===== config.mk =====
export PLATFORM = sky130hd
export DESIGN_NAME = sh64_lane
export DESIGN_NICKNAME = d
export VERILOG_FILES = /design/src/rtl/core/sh64_pkg.sv /design/src/rtl/core/sh64_mul.sv /design/src/rtl/core/sh64_lane.sv
export SDC_FILE = /design/constraint.sdc
export NUM_CORES = 2
export LEC_CHECK = 0
export ABC_AREA = 1
export BUFFER_PORTS_ARGS = -buffer_cell sky130_fd_sc_hd__buf_2
export CAP_MARGIN = 20
export CORE_MARGIN = 2
export CORE_UTILIZATION = 35
export CTS_CLUSTER_SIZE = 12
export DETAILED_ROUTE_END_ITERATION = 10
export HOLD_SLACK_MARGIN = 0.1
export PLACE_DENSITY = 0.57
export SYNTH_ARGS = -nofsm -noshare
export SYNTH_HDL_FRONTEND = slang
export SYNTH_SLANG_ARGS = --single-unit

===== constraint.sdc =====
create_clock -name clk -period 15.6 [get_ports clk]
set_clock_uncertainty 0.15 [all_clocks]
set_input_delay 1.56 -clock clk [delete_from_list [all_inputs] [get_ports clk]]
set_output_delay 1.56 -clock clk [all_outputs]
set_load 0.05 [all_outputs]

===== src/rtl/core/sh64_pkg.sv =====
`timescale 1ns / 1ps

package sh64_pkg;

    // Hash primes
    localparam logic [63:0] P1 = 64'h9E3779B185EBCA87;
    localparam logic [63:0] P2 = 64'hC2B2AE3D27D4EB4F;
    localparam logic [63:0] P3 = 64'h165667B19E3779F9;
    localparam logic [63:0] P4 = 64'h85EBCA77C2B2AE63;

    // Seed offsets of the accumulators (wrap modulo 2^64)
    localparam logic [63:0] ACC0_OFS = P1 + P2;
    localparam logic [63:0] ACC3_OFS = 64'd0 - P1;

    localparam int unsigned NUM_LANES  = 4;
    localparam int unsigned LANE_BYTES = 8;
    localparam int unsigned STRIPE_BYTES = NUM_LANES * LANE_BYTES;

    // Item modes
    localparam logic [1:0] MODE_START = 2'd0;
    localparam logic [1:0] MODE_FULL  = 2'd1;
    localparam logic [1:0] MODE_PART  = 2'd2;
    localparam logic [1:0] MODE_FINAL = 2'd3;

    typedef logic [NUM_LANES-1:0][63:0] word4_t;

    // Reset contents of the accumulators (seed of zero)
    localparam word4_t ACC_RST = {ACC3_OFS, 64'd0, P2, ACC0_OFS};

    // Per-lane step controls from the sequencer
    typedef struct packed {
        logic mul1_go;   // load first product (operand * P2)
        logic from_acc;  // first operand is the accumulator (finalize)
        logic rot_go;    // add, rotate by 31, hold
        logic zero_add;  // addend is zero (finalize)
        logic mul2_go;   // load second product (held value * P1)
    } lane_ctrl_t;

    // Merge stage status
    typedef struct packed {
        logic busy;
        logic done;
    } merge_stat_t;

    function automatic logic [63:0] rotl64(input logic [63:0] x, input logic [5:0] r);
        rotl64 = (x << r) | (x >> (7'd64 - {1'b0, r}));
    endfunction

endpackage


===== src/rtl/core/sh64_mul.sv =====
`timescale 1ns / 1ps

// 64x64 -> low 64 bit multiply, three 32x32 partial products registered,
// summed on the output side.
module sh64_mul (
    input  logic        clk,
    input  logic        load,
    input  logic [63:0] a,
    input  logic [63:0] b,
    output logic [63:0] prod
);

    logic [63:0] pp_lo;
    logic [31:0] pp_hl;
    logic [31:0] pp_lh;
    logic [63:0] pp_lo_reg;
    logic [31:0] pp_hl_reg;
    logic [31:0] pp_lh_reg;
    logic [31:0] cross_sum;

    // Partial products
    assign pp_lo = a[31:0] * b[31:0];
    assign pp_hl = a[63:32] * b[31:0];
    assign pp_lh = a[31:0] * b[63:32];

    always_ff @(posedge clk)
    begin
        if (load)
        begin
            pp_lo_reg <= pp_lo;
            pp_hl_reg <= pp_hl;
            pp_lh_reg <= pp_lh;
        end
    end

    // Final sum, high partials shifted up by 32
    assign cross_sum = pp_hl_reg + pp_lh_reg;
    assign prod      = pp_lo_reg + {cross_sum, 32'd0};

endmodule


===== src/rtl/core/sh64_lane.sv =====
`timescale 1ns / 1ps

// One lane round: rotl(addend + operand * P2, 31) * P1, four steps.
module sh64_lane (
    input  logic                clk,
    input  sh64_pkg::lane_ctrl_t ctrl,
    input  logic [63:0]         data,
    input  logic [63:0]         acc,
    output logic [63:0]         round
);

    logic [63:0] mul_a;
    logic [63:0] mul_b;
    logic        mul_load;
    logic [63:0] prod;
    logic [63:0] addend;
    logic [63:0] rot_reg;

    // Operand select for the shared multiplier
    always_comb
    begin
        if (ctrl.mul2_go)
        begin
            mul_a = rot_reg;
            mul_b = sh64_pkg::P1;
        end
        else
        begin
            mul_a = ctrl.from_acc ? acc : data;
            mul_b = sh64_pkg::P2;
        end
    end

    assign mul_load = ctrl.mul1_go | ctrl.mul2_go;

    sh64_mul u_mul (
        .clk  (clk),
        .load (mul_load),
        .a    (mul_a),
        .b    (mul_b),
        .prod (prod)
    );

    // Accumulate and rotate
    assign addend = ctrl.zero_add ? 64'd0 : acc;

    always_ff @(posedge clk)
    begin
        if (ctrl.rot_go)
        begin
            rot_reg <= sh64_pkg::rotl64(prod + addend, 6'd31);
        end
    end

    // Product holds until the next load
    assign round = prod;

endmodule


# Word-level counts from Yosys, hierarchy flattened
# Cells that the tools add are included.
# Widths: inputs -> output; s select.
totals:
  wordCells: 16
  in_bits: 134
  out_inout_bits: 64
  regBits: 192
classes:
  bitwise_logic: 2
  n_mux: 4
  multipliers: 3
  addsub: 3
ops:
  columns: ["cell", "count"]
  rows:
  - ["$mux 64", 3]
  - ["$add 64x64->64", 2]
  - ["$mul 32x32->32", 2]
  - ["$mul 32x32->64", 1]
  - ["$or 64x31->64", 1]
  - ["$mux 63", 1]
  - ["$add 32x32->32", 1]
  - ["$or 1x1->1", 1]

# Logic depth before layout (Yosys ltp)
depth:
  ltp_word: 4
  depth_mapped: 40
  ltp_nobuf: 38

# Hierarchy
# From an unflattened synthesis, not the netlist that was laid out.
unflattened:
  cells_unflattened: 11381
  hier_area_um2: 84594.9
by_module_without_submodules:
  columns: ["module", "seq_area_each_um2", "instances", "area_per_inst_um2", "cells_each"]
  rows:
  - ["sh64_mul", 3843.7, 1, 74994.4, 9604]
  - ["sh64_lane", 1921.8, 1, 9600.5, 1777]

# Worst setup path after synthesis
# Ideal clock, no wire load.
synth_timing:
  kind: "input-to-reg"
  start: "input port ctrl[3] (netlist name)"
  end: "register u_mul.pp_lo_reg[38], data pin"
  slack_ns: 5.610
  path_buffers: 3
  setup_time_ns: 0.262
  cell_stages: 32
  required_ns: 15.188
  t_arrival_ns: 9.578
  path_cell_list: "inv_2 -> buf_6 -> buf_6 -> clkbuf_1 -> nor2_1 -> nor3_1 -> nor2_1 -> inv_1 -> ha_1 -> inv_1 -> fa_1 -> inv_1 -> fa_1 -> inv_1 -> fa_1 -> inv_1 -> fa_1 -> fa_1 -> fa_1 -> inv_1 -> fa_1 -> inv_1 -> ha_1 -> nand2_1 -> nor2_1 -> inv_1 -> nor3_1 -> and3_1 -> a21oi_1 -> o21ai_0 -> a21oi_1 -> xor2_1"
synth_via:
  elab_chain_cells: 3
synth_lines:
  columns: ["item", "line", "rtl"]
  rows:
  - ["start, declared", "sh64_lane.sv:6", "input sh64_pkg::lane_ctrl_t ctrl,"]
  - ["$mux 64", "sh64_lane.sv:29", "mul_a = ctrl.from_acc ? acc : data;"]
  - ["$mux 64", "sh64_lane.sv:22", "if (ctrl.mul2_go)"]
  - ["$mul 32x32->64", "sh64_mul.sv:22", "assign pp_lo = a[31:0] * b[31:0];"]
  - ["via u_mul.pp_lo[38]", "sh64_mul.sv:13", "logic [63:0] pp_lo;"]
  - ["end signal, assigned", "sh64_mul.sv:30", "pp_lo_reg <= pp_lo;"]
  - ["end, declared", "sh64_mul.sv:16", "logic [63:0] pp_lo_reg;"]
# The timed path passes the listed nets, and every way through them passes these cells.
# A chain may end at the register's enable or synchronous reset.

# Final worst setup path
layout_timing:
  start: "input port ctrl[0] (netlist name)"
  end: "register u_mul.pp_lo_reg[54], data pin"
layout_via:
  elab_chain_cells: 2
  elab_cells_between_ends: 3
  classes_between: "mul: 1; mux: 2"
layout_lines:
  columns: ["item", "line"]
  rows:
  - ["$mux 64 or $mux 63 (tied branches)", "sh64_lane.sv:22"]
  - ["$mul 32x32->64 *", "sh64_mul.sv:22"]
  - ["via u_mul.pp_lo[54]", "sh64_mul.sv:13"]
# The timed path passes the listed nets; every way through them passes the cells marked *.

==> flow_summary.toml <==
[status]
violations = "design-rule violations"
outcome = "complete, but fails checks"

[synth]
synth_edf_count = 191
ys_ff_latch = 191
async_flop_share_pct = 0
netlist_area_sq_um = 63900
ys_seq_area_share_pct = 8.98
synth_cell_types = 57
synth_ff_type = "edfxtp_1"
netlist_instances = 7350
avgSynthCellArea_sq_um = 8.69
ys.warnings.count = 0

[clock_network]
clk_latency_ns = 0.51
cts_made_buffers = 17
cts.clk_slew.worst_paths_ns = 0.09
holdBufCountCts = 0
cts_resized = 0
cts_setup_buffers = 0
cts.path.max_buffers = 2
root_buffer = "clkbuf_16"
htree_levels = 4
cts.sinks = 191
cts_tree = "yes"

[worst_setup_path]
slowest_delay_ns = 0.69
slowest_stage = "buf_4"
path_depth = 28
criticalPathCategory = "input pin to register"
cp_common_cell = "fa_1"
cp-startpoint = "ctrl[0]"
critPathRequiredTime_ns = 15.69
r2r_start = "rot_reg[2]"
crit_end = "u_mul.pp_lo_reg[54]"
reg2reg_to = "u_mul.pp_lo_reg[55]"
reg2reg_depth = 34
rrSetupSlack_ns = 5.80
setup.worst_path.end_class = "register"
crit_buf_inv = 8
crit_fanout = 41
start_kind = "input pin"
cp.arrival_ns = 11.19
critPathTopFamily = "adder cells"

[job]
drv_cap = 0

[global_routing]
grt_pass1_wl_mm = 388
grt_pass1_vias = 54002
grt-ovfl-total = 0
grt_max_degree = 67
track_usage_pct = 29.4
antenna_found_initial = 6

[cells_and_area]
multi_input_area_sq_um = 49600
layout.area.seq_sq_um = 5740
fill_cells = 18633
nNetsFinal = 9869
post-route-util_pct = 38.0
area_delta_synth_final_pct = 7.74
largest_reg_flops = 64
drive_gt1_share_pct = 5.37
finalNonFillerCells = 10014

[routing]
vias = 51457
drt_wl_total_mm = 271
ant_nets = 0
drt_iter0_drc = 4987
dr.pass1.iters = 10
remaining_drc_errors = 2
vias_per_cell = 5.14
wl_per_cell_microns = 27.1

[placed_design]
dp_cells = 9977
post-place-ws_ns = 4.02
port-buffer-count = 197
place.gp.congestion = 1.09
dp_hpwl_mm = 242

[sta]
period_share_pct = 71.2
maxSlewHeadroom_pct = 26.8
tns_ns = 0
fmax_mhz = 90.1
setup_violations = 0
fin_ws_ns = 4.50
drv_slew = 0
worst_slew_pin_slew_ns = 1.09
rsz0062_at_grt = "no"
finalHoldViolCount = 0
fin_crit_ns = 11.10

[min_path]
min_path_type = "register to register"
worstHoldStart = "u_mul.pp_lh_reg[0]"
hold_depth = 1

[floorplanning]
die_y_microns = 431
placementRows = 156
dieArea_sq_um = 186000
die_w_microns = 431
coreArea_sq_um = 181000
ioPinCount = 198
start_util_pct = 35.3
## synth_stat cells (all sizes together) (2+ instances only)
cell	number	area share [%]
inv	2200	13
fa	1206	38
ha	901	18
nand2	896	5.3
nor2	511	3.1
a21oi	339	2.7
o21ai	232	1.9
edfxtp	191	9.0
xor2	186	2.6
nand3	147	1.2
xnor2	98	1.3
nor3	62	0.61
buf	58	0.67
a21o	43	0.51
clkbuf	43	0.25
or2	43	0.42
a31oi	39	0.38
nand4	25	0.24
o21bai	25	0.29
nor4	19	0.19
o211ai	15	0.18
o21a	12	0.14
a21boi	10	0.12
nand3b	8	0.094
o221ai	8	0.11
and3	7	0.069
a221oi	4	0.055
a211oi	3	0.035
clkinv	3	0.018
conb	2	0.012
nor3b	2	0.024
o2111ai	2	0.027
o221a	2	0.035
o31ai	2	0.024
## cell usage in the layout, fill, tap and decap left out, types with 7 or more instances in the layout
master / instances
nor4_1: 19
nor2_2: 11
nand4_1: 25
buf_4: 75
inv_2: 11
nor2_1: 496
o21ai_1: 15
o221ai_1: 8
and3_1: 7
xor2_1: 186
o211ai_1: 15
a31oi_1: 39
or2_2: 41
xnor2_1: 98
conb_1: 91
nand2_1: 887
o21bai_1: 25
nand3_1: 142
a21oi_1: 338
a21boi_0: 9
o21a_1: 12
ha_1: 901
nand2_2: 7
nor3_2: 11
edfxtp_1: 191
a21o_1: 43
inv_1: 2189
fa_1: 1206
clkbuf_16: 17
o21ai_0: 212
buf_2: 194
nor3_1: 46
nand3b_1: 8
## per-layer routing
| metal | share of wire, % | vias to the layer above | wire, microns | GRT usage (%) |
|---|---|---|---|---|
| li1 | - | 22621 | - | - |
| met1 | 41 | 26009 | 112000 | 38.7 |
| met2 | 44 | 2269 | 119000 | 45.5 |
| met3 | 8.2 | 548 | 22200 | 5.59 |
| met4 | 6.8 | 10 | 18400 | 16.7 |
| met5 | 0.025 | - | 67 | 0 |
## cell families after synthesis
logic type               share of synthesized area, %
other                                          0.0118
adder cells (fa/ha/maj)                          55.5
XOR/XNOR                                         3.90
flip-flops                                       8.98
buffers and inverters                            13.9
AO/OA/AOI/OAI                                    6.49
AND/OR/NAND/NOR                                  11.3
## per-stage QoR
step           hold slack, ns  cell area (sq um)
3_3_place_gp            0.662              68100
4_1_cts                 0.700              68800
6_report                0.698              68800
3_5_place_dp            0.683              68100
2_1_floorplan           0.432              64200
5_1_grt                 0.705              68800
## worst min-delay path by stage
stage | end | slack, ns
6_report | rot_reg[31] | 0.70
3_5_place_dp | rot_reg[31] | 0.68
4_1_cts | rot_reg[31] | 0.70
3_3_place_gp | rot_reg[31] | 0.66
5_1_grt | rot_reg[31] | 0.71
2_1_floorplan | rot_reg[31] | 0.43
## cell type report
cell class | count | area share, %
clock buffers | 17 | 0.618
multi-input cells | 4944 | 72.1
repair buffers | 271 | 2.29
clock inverters | 15 | 0.275
flip-flops and latches | 191 | 8.34
diodes | 3 | 0.0109
inverters | 2203 | 12.0
well taps | 2370 | 4.31
Power is left out: the tool's default activity adds up to more than one toggle a clock period on the data nets, which glitch-free logic cannot reach.
